[config.mk]
export PLATFORM = sky130hd
export DESIGN_NAME = led_panel_frame_buffer
export DESIGN_NICKNAME = d
export VERILOG_FILES = /design/src/design/lpfb_pkg.sv /design/src/design/lpfb_store.sv /design/src/design/led_panel_frame_buffer.sv
export SDC_FILE = /design/constraint.sdc
export NUM_CORES = 1
export LEC_CHECK = 0
export ABC_AREA = 1
export ABC_CLOCK_PERIOD_IN_PS = 12400
export BUFFER_PORTS_ARGS = -buffer_cell sky130_fd_sc_hd__buf_2
export CAP_MARGIN = 5
export CORE_ASPECT_RATIO = 1.2
export CORE_MARGIN = 8
export CORE_UTILIZATION = 50
export DETAILED_ROUTE_END_ITERATION = 10
export PLACE_DENSITY = 0.72
export SYNTH_ARGS = -nofsm -noshare
export SYNTH_HDL_FRONTEND = slang
export SYNTH_SLANG_ARGS = --single-unit
[constraint.sdc]
create_clock -name clk -period 12.4 [get_ports clk]
set_input_delay 1.24 -clock clk [delete_from_list [all_inputs] [get_ports clk]]
set_output_delay 1.24 -clock clk [all_outputs]
set_load 0.005 [all_outputs]
[src/design/lpfb_pkg.sv]
// Shared types, constants and lookup tables for the LED panel frame buffer.
// No dependencies; every other design file imports this package.
package lpfb_pkg;

  localparam int unsigned ROWS            = 16;
  localparam int unsigned BUFFER_BYTES    = 64;
  localparam int unsigned GROUPS          = 4;
  localparam int unsigned BYTES_PER_GROUP = 4;
  localparam int unsigned COLUMN_STRIDE   = 4;
  localparam int unsigned GLYPH_COUNT     = 10;
  localparam int unsigned GLYPH_BYTES     = GROUPS * BYTES_PER_GROUP;
  localparam int unsigned ADDR_W          = $clog2(BUFFER_BYTES);

  localparam logic [1:0] MODE_SET_PIXEL   = 2'd0;
  localparam logic [1:0] MODE_CLEAR_PIXEL = 2'd1;
  localparam logic [1:0] MODE_DIGIT       = 2'd2;
  localparam logic [1:0] MODE_CLEAR_ALL   = 2'd3;

  localparam logic [1:0] KIND_PIXEL  = 2'd0;
  localparam logic [1:0] KIND_UPDATE = 2'd1;
  localparam logic [1:0] KIND_DONE   = 2'd2;

  localparam logic [7:0] PIXEL_MSB = 8'h80;

  typedef struct packed {
    logic [1:0] mode;
    logic [4:0] pixel_x;
    logic [3:0] pixel_y;
    logic [1:0] digit_position;
    logic [3:0] digit_value;
  } in_item_t;

  typedef struct packed {
    logic [1:0]        kind;
    logic [ADDR_W-1:0] byte_index;
    logic [7:0]        byte_value;
    logic              last;
  } out_item_t;

  // Request bundle from the sequencer to the store.
  typedef struct packed {
    logic              rd_en;
    logic [ADDR_W-1:0] rd_addr;
    logic              wr_en;
    logic [ADDR_W-1:0] wr_addr;
    logic [7:0]        wr_data;
    logic              clr_all;
  } mem_req_t;

  // First buffer byte of each panel row; rows are interleaved by the scan order.
  localparam logic [ADDR_W-1:0] SCAN_ROW [0:ROWS-1] = '{
    6'd51, 6'd3, 6'd19, 6'd35,
    6'd50, 6'd2, 6'd18, 6'd34,
    6'd49, 6'd1, 6'd17, 6'd33,
    6'd48, 6'd0, 6'd16, 6'd32
  };

  localparam logic [7:0] GLYPH_ROM [0:GLYPH_COUNT*GLYPH_BYTES-1] = '{
    8'h7F,8'h63,8'h63,8'h7F, 8'h7F,8'h63,8'h63,8'h7F,
    8'h00,8'h63,8'h63,8'h63, 8'h63,8'h63,8'h63,8'h00,
    8'h03,8'h03,8'h03,8'h03, 8'h03,8'h03,8'h03,8'h03,
    8'h00,8'h03,8'h03,8'h03, 8'h03,8'h03,8'h03,8'h00,
    8'h7F,8'h60,8'h03,8'h7F, 8'h7F,8'h60,8'h03,8'h7F,
    8'h00,8'h60,8'h7F,8'h03, 8'h60,8'h7F,8'h03,8'h00,
    8'h7F,8'h03,8'h03,8'h7F, 8'h7F,8'h03,8'h03,8'h7F,
    8'h00,8'h03,8'h7F,8'h03, 8'h03,8'h7F,8'h03,8'h00,
    8'h03,8'h03,8'h63,8'h63, 8'h03,8'h03,8'h63,8'h63,
    8'h00,8'h03,8'h7F,8'h63, 8'h03,8'h7F,8'h63,8'h00,
    8'h7F,8'h03,8'h60,8'h7F, 8'h7F,8'h03,8'h60,8'h7F,
    8'h00,8'h03,8'h7F,8'h60, 8'h03,8'h7F,8'h60,8'h00,
    8'h7F,8'h63,8'h60,8'h7F, 8'h7F,8'h63,8'h60,8'h7F,
    8'h00,8'h63,8'h7F,8'h60, 8'h63,8'h7F,8'h60,8'h00,
    8'h03,8'h03,8'h03,8'h7F, 8'h03,8'h03,8'h03,8'h7F,
    8'h00,8'h03,8'h03,8'h03, 8'h03,8'h03,8'h03,8'h00,
    8'h7F,8'h63,8'h63,8'h7F, 8'h7F,8'h63,8'h63,8'h7F,
    8'h00,8'h63,8'h7F,8'h63, 8'h63,8'h7F,8'h63,8'h00,
    8'h7F,8'h03,8'h63,8'h7F, 8'h7F,8'h03,8'h63,8'h7F,
    8'h00,8'h03,8'h7F,8'h63, 8'h03,8'h7F,8'h63,8'h00
  };

  // Glyph byte n of digit dig; digits above nine read as blank.
  function automatic logic [7:0] glyph_byte(input logic [3:0] dig, input logic [3:0] n);
    logic [7:0] val;
    val = 8'h00;
    if (dig < 4'(GLYPH_COUNT)) begin
      val = GLYPH_ROM[{dig, n}];
    end
    return val;
  endfunction

endpackage

[src/design/lpfb_store.sv]
// Frame store: 64 x 8 synchronous memory with registered read.
// Per-entry valid flags make unwritten or cleared entries read as zero.
// Depends on lpfb_pkg.
module lpfb_store
  import lpfb_pkg::*;
(
  input  logic       clk,
  input  logic       rst_n,
  input  mem_req_t   req,
  output logic [7:0] rd_data
);

  logic [7:0]              mem [0:BUFFER_BYTES-1];
  logic [BUFFER_BYTES-1:0] valid_r;
  logic [7:0]              rd_data_r;
  logic                    rd_valid_r;

  always_ff @(posedge clk) begin
    if (req.wr_en) begin
      mem[req.wr_addr] <= req.wr_data;
    end
    if (req.rd_en) begin
      rd_data_r <= mem[req.rd_addr];
    end
  end

  always_ff @(posedge clk) begin
    if (!rst_n) begin
      valid_r    <= '0;
      rd_valid_r <= 1'b0;
    end else begin
      if (req.clr_all) begin
        valid_r <= '0;
      end else if (req.wr_en) begin
        valid_r[req.wr_addr] <= 1'b1;
      end
      if (req.rd_en) begin
        rd_valid_r <= valid_r[req.rd_addr];
      end
    end
  end

  assign rd_data = rd_valid_r ? rd_data_r : 8'h00;

endmodule

[src/design/led_panel_frame_buffer.sv]
// LED panel frame buffer: pixel set/clear with read-modify-write, glyph writes, clear.
// A pixel or clear item is taken in idle and its result is registered from ST_PIXEL or ST_CLEAR; a digit
// registers one byte per cycle from ST_DIGIT, each held by out_stall while the link is open.
// A new item is taken only once the sequencer is back in idle, after the sixteen byte writes of a
// digit; a stalled result holds the sequencer.
// Reset (synchronous, rst_n low) empties the store through its valid flags at once,
// closes the link and drops any pending result; there is no clearing pass.
module led_panel_frame_buffer
  import lpfb_pkg::*;
(
  input  logic      clk,
  input  logic      rst_n,
  input  logic      in_valid,
  output logic      in_stall,
  input  in_item_t  in_item,
  output logic      out_valid,
  input  logic      out_stall,
  output out_item_t out_item,
  input  logic      cfg_wr_en,
  input  logic      cfg_wr_data
);

  // Sequencer states. An item is only taken in idle; an item can be taken while a result
  // waits, but the sequencer holds until the result register is free for its own result.
  localparam logic [1:0] ST_IDLE  = 2'd0;
  localparam logic [1:0] ST_PIXEL = 2'd1;
  localparam logic [1:0] ST_DIGIT = 2'd2;
  localparam logic [1:0] ST_CLEAR = 2'd3;

  logic [1:0]        state_r, state_nxt;
  logic              link_open_r;
  logic              out_valid_r, out_valid_nxt;
  out_item_t         out_item_r, out_item_nxt;

  // Captured item context.
  logic [ADDR_W-1:0] pix_idx_r, pix_idx_nxt;
  logic [7:0]        pix_mask_r, pix_mask_nxt;
  logic              pix_set_r, pix_set_nxt;
  logic [1:0]        dig_pos_r, dig_pos_nxt;
  logic [3:0]        dig_val_r, dig_val_nxt;
  logic [3:0]        dig_cnt_r, dig_cnt_nxt;

  mem_req_t          req;
  logic [7:0]        rd_data;
  logic              in_accept;
  logic              out_free;
  logic [ADDR_W-1:0] in_pix_idx;
  logic [7:0]        pix_new;
  logic [ADDR_W-1:0] dig_idx;
  logic [7:0]        dig_byte;

  lpfb_store u_store (
    .clk     (clk),
    .rst_n   (rst_n),
    .req     (req),
    .rd_data (rd_data)
  );

  assign in_stall  = (state_r != ST_IDLE);
  assign in_accept = in_valid && !in_stall;
  assign out_free  = !out_valid_r || !out_stall;

  // Byte index of a pixel: scan row base plus four bytes per eight columns.
  assign in_pix_idx = SCAN_ROW[in_item.pixel_y] + {2'b00, in_item.pixel_x[4:3], 2'b00};

  assign pix_new = pix_set_r ? (rd_data | pix_mask_r) : (rd_data & ~pix_mask_r);

  // Digit byte counter is {group, byte within group}; the slot picks the column.
  assign dig_idx  = {dig_cnt_r[3:2], dig_pos_r, dig_cnt_r[1:0]};
  assign dig_byte = glyph_byte(dig_val_r, dig_cnt_r);

  always_comb begin
    state_nxt     = state_r;
    out_valid_nxt = out_valid_r && out_stall;
    out_item_nxt  = out_item_r;
    pix_idx_nxt   = pix_idx_r;
    pix_mask_nxt  = pix_mask_r;
    pix_set_nxt   = pix_set_r;
    dig_pos_nxt   = dig_pos_r;
    dig_val_nxt   = dig_val_r;
    dig_cnt_nxt   = dig_cnt_r;
    req           = '0;

    case (state_r)
      ST_IDLE: begin
        if (in_accept) begin
          pix_idx_nxt  = in_pix_idx;
          pix_mask_nxt = PIXEL_MSB >> in_item.pixel_x[2:0];
          pix_set_nxt  = (in_item.mode == MODE_SET_PIXEL);
          dig_pos_nxt  = in_item.digit_position;
          dig_val_nxt  = in_item.digit_value;
          dig_cnt_nxt  = '0;
          case (in_item.mode)
            MODE_SET_PIXEL, MODE_CLEAR_PIXEL: begin
              // Fetch the byte now; it is modified once the read returns.
              req.rd_en   = 1'b1;
              req.rd_addr = in_pix_idx;
              state_nxt   = ST_PIXEL;
            end
            MODE_DIGIT: begin
              state_nxt = ST_DIGIT;
            end
            MODE_CLEAR_ALL: begin
              req.clr_all = 1'b1;
              state_nxt   = ST_CLEAR;
            end
            default: begin
              state_nxt = ST_IDLE;
            end
          endcase
        end
      end

      ST_PIXEL: begin
        // Read data stays put while we wait for the result register.
        if (out_free) begin
          req.wr_en     = 1'b1;
          req.wr_addr   = pix_idx_r;
          req.wr_data   = pix_new;
          out_valid_nxt = 1'b1;
          out_item_nxt  = '{kind: KIND_PIXEL, byte_index: pix_idx_r,
                            byte_value: pix_new, last: 1'b1};
          state_nxt     = ST_IDLE;
        end
      end

      ST_DIGIT: begin
        // With the link closed the glyph is written at one byte per cycle
        // and nothing is reported.
        if (!link_open_r || out_free) begin
          req.wr_en   = 1'b1;
          req.wr_addr = dig_idx;
          req.wr_data = dig_byte;
          if (link_open_r) begin
            out_valid_nxt = 1'b1;
            out_item_nxt  = '{kind: KIND_UPDATE, byte_index: dig_idx,
                              byte_value: dig_byte, last: (dig_cnt_r == 4'hF)};
          end
          dig_cnt_nxt = dig_cnt_r + 4'd1;
          if (dig_cnt_r == 4'hF) begin
            state_nxt = ST_IDLE;
          end
        end
      end

      ST_CLEAR: begin
        if (out_free) begin
          out_valid_nxt = 1'b1;
          out_item_nxt  = '{kind: KIND_DONE, byte_index: '0,
                            byte_value: 8'h00, last: 1'b1};
          state_nxt     = ST_IDLE;
        end
      end

      default: begin
        state_nxt = ST_IDLE;
      end
    endcase
  end

  always_ff @(posedge clk) begin
    if (!rst_n) begin
      state_r     <= ST_IDLE;
      out_valid_r <= 1'b0;
      link_open_r <= 1'b0;
    end else begin
      state_r     <= state_nxt;
      out_valid_r <= out_valid_nxt;
      if (cfg_wr_en) begin
        link_open_r <= cfg_wr_data;
      end
    end
  end

  always_ff @(posedge clk) begin
    out_item_r <= out_item_nxt;
    pix_idx_r  <= pix_idx_nxt;
    pix_mask_r <= pix_mask_nxt;
    pix_set_r  <= pix_set_nxt;
    dig_pos_r  <= dig_pos_nxt;
    dig_val_r  <= dig_val_nxt;
    dig_cnt_r  <= dig_cnt_nxt;
  end

  assign out_valid = out_valid_r;
  assign out_item  = out_item_r;

endmodule

==> out/results.ini, run 1 <==
[floorplan]
die_y_um=269
num_io_pins=42
die_w_um=227
rows=92
initial_core_util=0.507
dieArea_um2=61100
core_um2=52600

[power_and_ir_drop]
p_seq_frac=0.469
finalPower_w=0.00559
p_comb_frac=0.197
p_clk_frac=0.334
swShare=0.292
switchingPower_w=0.00164
ir_worst_vdd_v=0.000121
p_int_w=0.00396
powerDensity_nw_per_um2=190
p_leak_nw=9.75

[clocking]
htreeDepth=2
cts_resized=0
cts_root_buf=clkbuf_16
clock-sinks=631
clock_latency_ns=0.61
clkTransAtPathRegs_ns=0.06
cts-buffers-inserted=58
postCtsSetupBuffers=0
cts_hold_buf=0
cts_tree=yes
cts.path.max_buffers=3

[placement]
gp_congestion=0.889
dp_hpwl_um=39400
io_buffers=41
dp.cells=2817

[grt]
grt_remaining_overflow=0
grt_pass1_wl_um=101000
grt_antenna_before_repair=1
grt_pass1_vias=17200
grt_max_degree=103
grt_usage=0.213

[finish]
drive_above_1_share=0.120
fillers=4183
area_growth_syn_to_layout_pct=10.1
fin_cells=2923
finish.utilization=0.559
multi_input_area_um2=7300
nets=2206
layout_commonest_cell=edfxtp_1
mostFrequentLayoutCells=562 x edfxtp_1, 327 x nand3_1, 251 x o211ai_1
diodes=0
final-seq-area_um2=18300

[sta]
rsz0062_at_grt=false
final_max_slew_viol_count=0
max-slew-margin-rel=0.243
hold_viol_final=0
period_share=0.387
fin_crit_ns=4.80
fmax_mhz=208
tightest_slew_ns=1.13
finalSetupViolations=0
fin_skew_ns=0.0131
fin_tns_setup_ns=0

[logic_synthesis]
syn-num-nets=2217
syn_area_per_cell_um2=12.2
synth_seq_cells=631
synth-edff-count=562
seq_area_frac_synth=0.684
synthArstFlopShare=0
netlist_area_um2=26700
synth_cell_type_count=40
ys.flop_type=edfxtp_1
synthCells=2183
yosys_warnings=0

[worst_hold_path]
hp-class=reg -> reg
whs_endpoint=u_store.valid_r[8]
hold_path.startpoint=u_store.valid_r[8]
hold_depth=2

[worst_setup_path]
critPathMaxFanout=90
reg2reg_depth=14
reg2reg_from=state_r[0]
rrSetupSlack_ns=7.66
worstReg2RegEnd=u_store.rd_data_r[0]
start_kind=primary input
cp_data_required_time_ns=12.86
end_kind=flip-flop
critical_path_class=in -> reg
cp.arrival_ns=5.26

[routing]
avgViaCountPerCell=5.94
ant_nets=0
routed_wl_um=66100
first_pass_iters=5
drc=0
via_count=17400
drt_iter0_drc=1989
wire_per_inst_um=22.6

[run_status]
status=finished clean

[run]
maxCapViolCount=0

-- power by group through the flow --
| stage | Combinational [W] | Clock (W) | Sequential (W) |
|---|---|---|---|
| floorplan | 0.000708 | 0 | 0.00267 |
| global placement | 0.00106 | 0 | 0.00266 |
| detailed placement | 0.00109 | 0 | 0.00267 |
| CTS | 0.00109 | 0.00188 | 0.00262 |
| global route | 0.00119 | 0.00196 | 0.00263 |
| finish | 0.00110 | 0.00187 | 0.00262 |
-- sequential cells by signal, summed over array words and instances, names as in the netlist --
name / count
dig_cnt_r: 4
dig_pos_r: 2
dig_val_r: 4
link_open_r: 1
out_item: 17
out_valid: 1
pix_idx_r: 6
pix_mask_r: 8
pix_set_r: 1
state_r: 2
u_store.mem: 512
u_store.rd_data_r: 8
u_store.rd_valid_r: 1
u_store.valid_r: 64
-- cell usage after synthesis, types with 7 or more instances --
| cell | n | area [µm²] |
|---|---|---|
| o21ai_1 | 7 | 35.0 |
| ha_1 | 11 | 138 |
| nor2_2 | 11 | 68.8 |
| or2_2 | 66 | 413 |
| nand3b_1 | 13 | 97.6 |
| clkbuf_1 | 39 | 146 |
| edfxtp_1 | 562 | 16900 |
| or2_1 | 183 | 1140 |
| buf_1 | 18 | 67.6 |
| buf_2 | 62 | 310 |
| o21ai_0 | 36 | 180 |
| nor3_1 | 11 | 55.1 |
| inv_2 | 16 | 60.1 |
| nand2_1 | 118 | 443 |
| buf_6 | 10 | 113 |
| a21oi_1 | 48 | 240 |
| o211ai_1 | 251 | 1880 |
| inv_1 | 137 | 514 |
| dfxtp_1 | 69 | 1380 |
| nand3_1 | 327 | 1640 |
| nor2_1 | 151 | 567 |
-- worst max path at each step --
stage               startpoint              endpoint  depth (start not counted)
finish              in_item[8]  u_store.rd_data_r[2]                         11
detailed placement    in_valid  u_store.rd_data_r[2]                         13
global route        state_r[0]  u_store.rd_data_r[0]                         14
global placement      in_valid  u_store.rd_data_r[0]                         13
floorplan            out_stall     u_store.mem[0][2]                          4
CTS                   in_valid  u_store.rd_data_r[0]                         13
-- layout make-up --
class | count | area share
Clock buffer | 69 | 0.0515
Clock inverter | 37 | 0.0162
Inverter | 154 | 0.0200
Multi-Input combinational cell | 1264 | 0.248
Sequential cell | 631 | 0.621
Tap cell | 705 | 0.0300
Timing Repair Buffer | 63 | 0.0126
-- logic make-up (layout without fill, tap and decap cells) --
logic type / count (synthesis) / after routing / share of synthesized area
adder cells (fa/ha/maj): 11 / 11 / 0.00516
AND/OR/NAND/NOR: 893 / 893 / 0.170
flip-flops: 631 / 631 / 0.684
buffers and inverters: 288 / 323 / 0.0465
AO/OA/AOI/OAI: 359 / 359 / 0.0940
XOR/XNOR: 1 / 1 / 0.000328
-- worst max-delay path, stage by stage --
cell and delay (ns):
buf_2 0.20, nor2_4 0.75, nand2_8 0.43, inv_6 0.55
buf_4 0.86, o21ai_1 0.15, nand3_1 0.16, nand3_1 0.11
nand3_1 0.33, nand3_1 0.15, nand2_1 0.10
-- per-layer routing --
metal  track usage  vias to the layer above  share of wire
met4         0.103                        2          0.048
li1              -                     7877              -
met2         0.353                      834           0.49
met1         0.270                     8496           0.39
met3        0.0325                      164          0.078
met5             0                        -        0.00020
-- metrics by stage --
| step | hold WS (ns) | instance area (µm²) | setup WS (ns) |
|---|---|---|---|
| 2_1_floorplan | 0.431 | 26700 | 7.50 |
| 3_3_place_gp | 0.442 | 27400 | 7.19 |
| 3_5_place_dp | 0.448 | 27400 | 7.15 |
| 4_1_cts | 0.457 | 29400 | 7.77 |
| 5_1_grt | 0.470 | 29400 | 7.43 |
| 6_report | 0.457 | 29400 | 7.60 |
Note: power is estimated with default switching activity, not from simulation.
==> run 2: changes to the inputs <==
ABC_CLOCK_PERIOD_IN_PS = 4450   (was 12400)
clock period = 4.45 ns   (was 12.4 ns; I/O delays follow)
==> out/results.ini, run 2 (synthesis gave the netlist of run 1 again) <==
[run_status]
status=finished clean

[worst_setup_path]
crit_family=buffers and inverters
cp.arrival_ns=4.32
cp_slowest_cell=inv_6
cp_data_required_time_ns=4.94
critical_path_class=reg -> reg
cp_common_cell=nand3_1
crit_chain=inv_1, ha_1, nand2_2, inv_2, nand2_8, inv_6, buf_12, o211ai_1, nand3_1, nand3_1, nand3_1, nand3_1, nand2_1
start_kind=flip-flop
critPathMaxFanout=129
path_buf_inv=4
end_kind=flip-flop
cp_slowest_stage_delay_ns=0.73

[power_and_ir_drop]
p_seq_frac=0.480
switchingPower_w=0.00463
powerDensity_nw_per_um2=518
p_int_w=0.0106
ir_worst_vdd_v=0.000333
p_leak_nw=9.72
finalPower_w=0.0152
p_clk_frac=0.307
p_comb_frac=0.213
swShare=0.304

[floorplan]
rows=92
dieArea_um2=61100
core_um2=52600
initial_core_util=0.507
num_io_pins=42
die_y_um=269
die_w_um=227

[sta]
fin_crit_ns=3.83
period_share=0.860
tightest_slew_ns=1.37
final_max_slew_viol_count=0
rsz0062_at_grt=false
fmax_mhz=261
hold_viol_final=0
setup_ws_ns=0.621
fin_tns_setup_ns=0
fin_skew_ns=0.0322
finalSetupViolations=0
max-slew-margin-rel=0.0864

[routing]
via_count=17500
first_pass_iters=5
ant_nets=0
drc=0
wl_met1_um=26300
wl_met2_um=32000
routed_wl_um=67600
route.met3.wl_um=5670
avgViaCountPerCell=5.97
top_layer=met5
wire_per_inst_um=23.0
drt_iter0_drc=1917

[finish]
area_growth_syn_to_layout_pct=9.98
layout_commonest_cell=edfxtp_1
largest_reg_flops=512
fin_cells=2933
stdcell_area_um2=29400
nets=2218
mostFrequentLayoutCells=562 x edfxtp_1, 327 x nand3_1, 251 x o211ai_1
drive_above_1_share=0.120
diodes=0
regMostFlops=u_store.mem

[clocking]
cts-buffers-inserted=57
cts_resized=0
clock_latency_ns=0.62
cts_tree=yes
cts.path.max_buffers=3
cts_hold_buf=7
clkTransAtPathRegs_ns=0.07
postCtsSetupBuffers=0
cts_root_buf=clkbuf_16
htreeDepth=2
clock-sinks=631

[worst_hold_path]
hp-class=in -> reg

[run]
maxCapViolCount=0

[grt]
grt_max_degree=175
grt_antenna_before_repair=1
grt_pass1_vias=17100
grt_pass1_wl_um=102000
grt_remaining_overflow=0
grt_usage=0.217

[placement]
gp_congestion=0.896
dp.cells=2823
dp_hpwl_um=40700
io_buffers=41
place_area_um2=27500
pre_cts_ws_ns=0.833

==> run 2: worst paths after layout <==
check / from / endpoint / slack (ns) / cells after the start
hold / removal: in_item[14] / pix_idx_r[3] / 0.04 / 1
setup / recovery: state_r[0] / u_store.rd_data_r[1] / 0.62 / 13
hold reg to reg: u_store.valid_r[34] / u_store.valid_r[34] / 0.46 / 2
setup reg to reg: state_r[0] / u_store.rd_data_r[1] / 0.62 / 13
==> run 2: power by group through the flow <==
stage                     clock network [W]  logic [W]  registers (W)
after floorplan                           0    0.00197        0.00743
after global placement                    0    0.00310        0.00741
after detailed placement                  0    0.00318        0.00742
after CTS                           0.00471    0.00319        0.00730
after global routing                0.00493    0.00347        0.00732
final                               0.00467    0.00323        0.00730
==> run 2: per-layer routing <==
metal	global-route usage	up-vias
met4	0.111	2
met1	0.287	8622
met3	0.0319	186
met5	0	-
li1	-	7907
met2	0.345	796
==> run 2: cell type report <==
type,instances,area [µm²]
flip-flops and latches,631,18300
fillers,4198,23300
repair buffers,76,586
clock buffers,72,1500
clock inverters,31,241
well taps,705,882
inverters,154,586
multi-input cells,1264,7300
==> run 2: worst reg2reg max path: cells and delay by family (launching register included) <==
kind            cells  cell delay, ns
simple gates        7            1.10
flops               1            0.33
fa+ha+maj           1            0.23
compound gates      1            0.50
buf+inv             4            1.56
==> run 2: through the flow <==
stage / utilization / hold WS, ns
after floorplan: - / 0.431
after global placement: 0.523 / 0.440
after detailed placement: 0.523 / 0.447
after CTS: 0.558 / 0.0167
after global routing: 0.558 / 0.0221
final: 0.558 / 0.0444
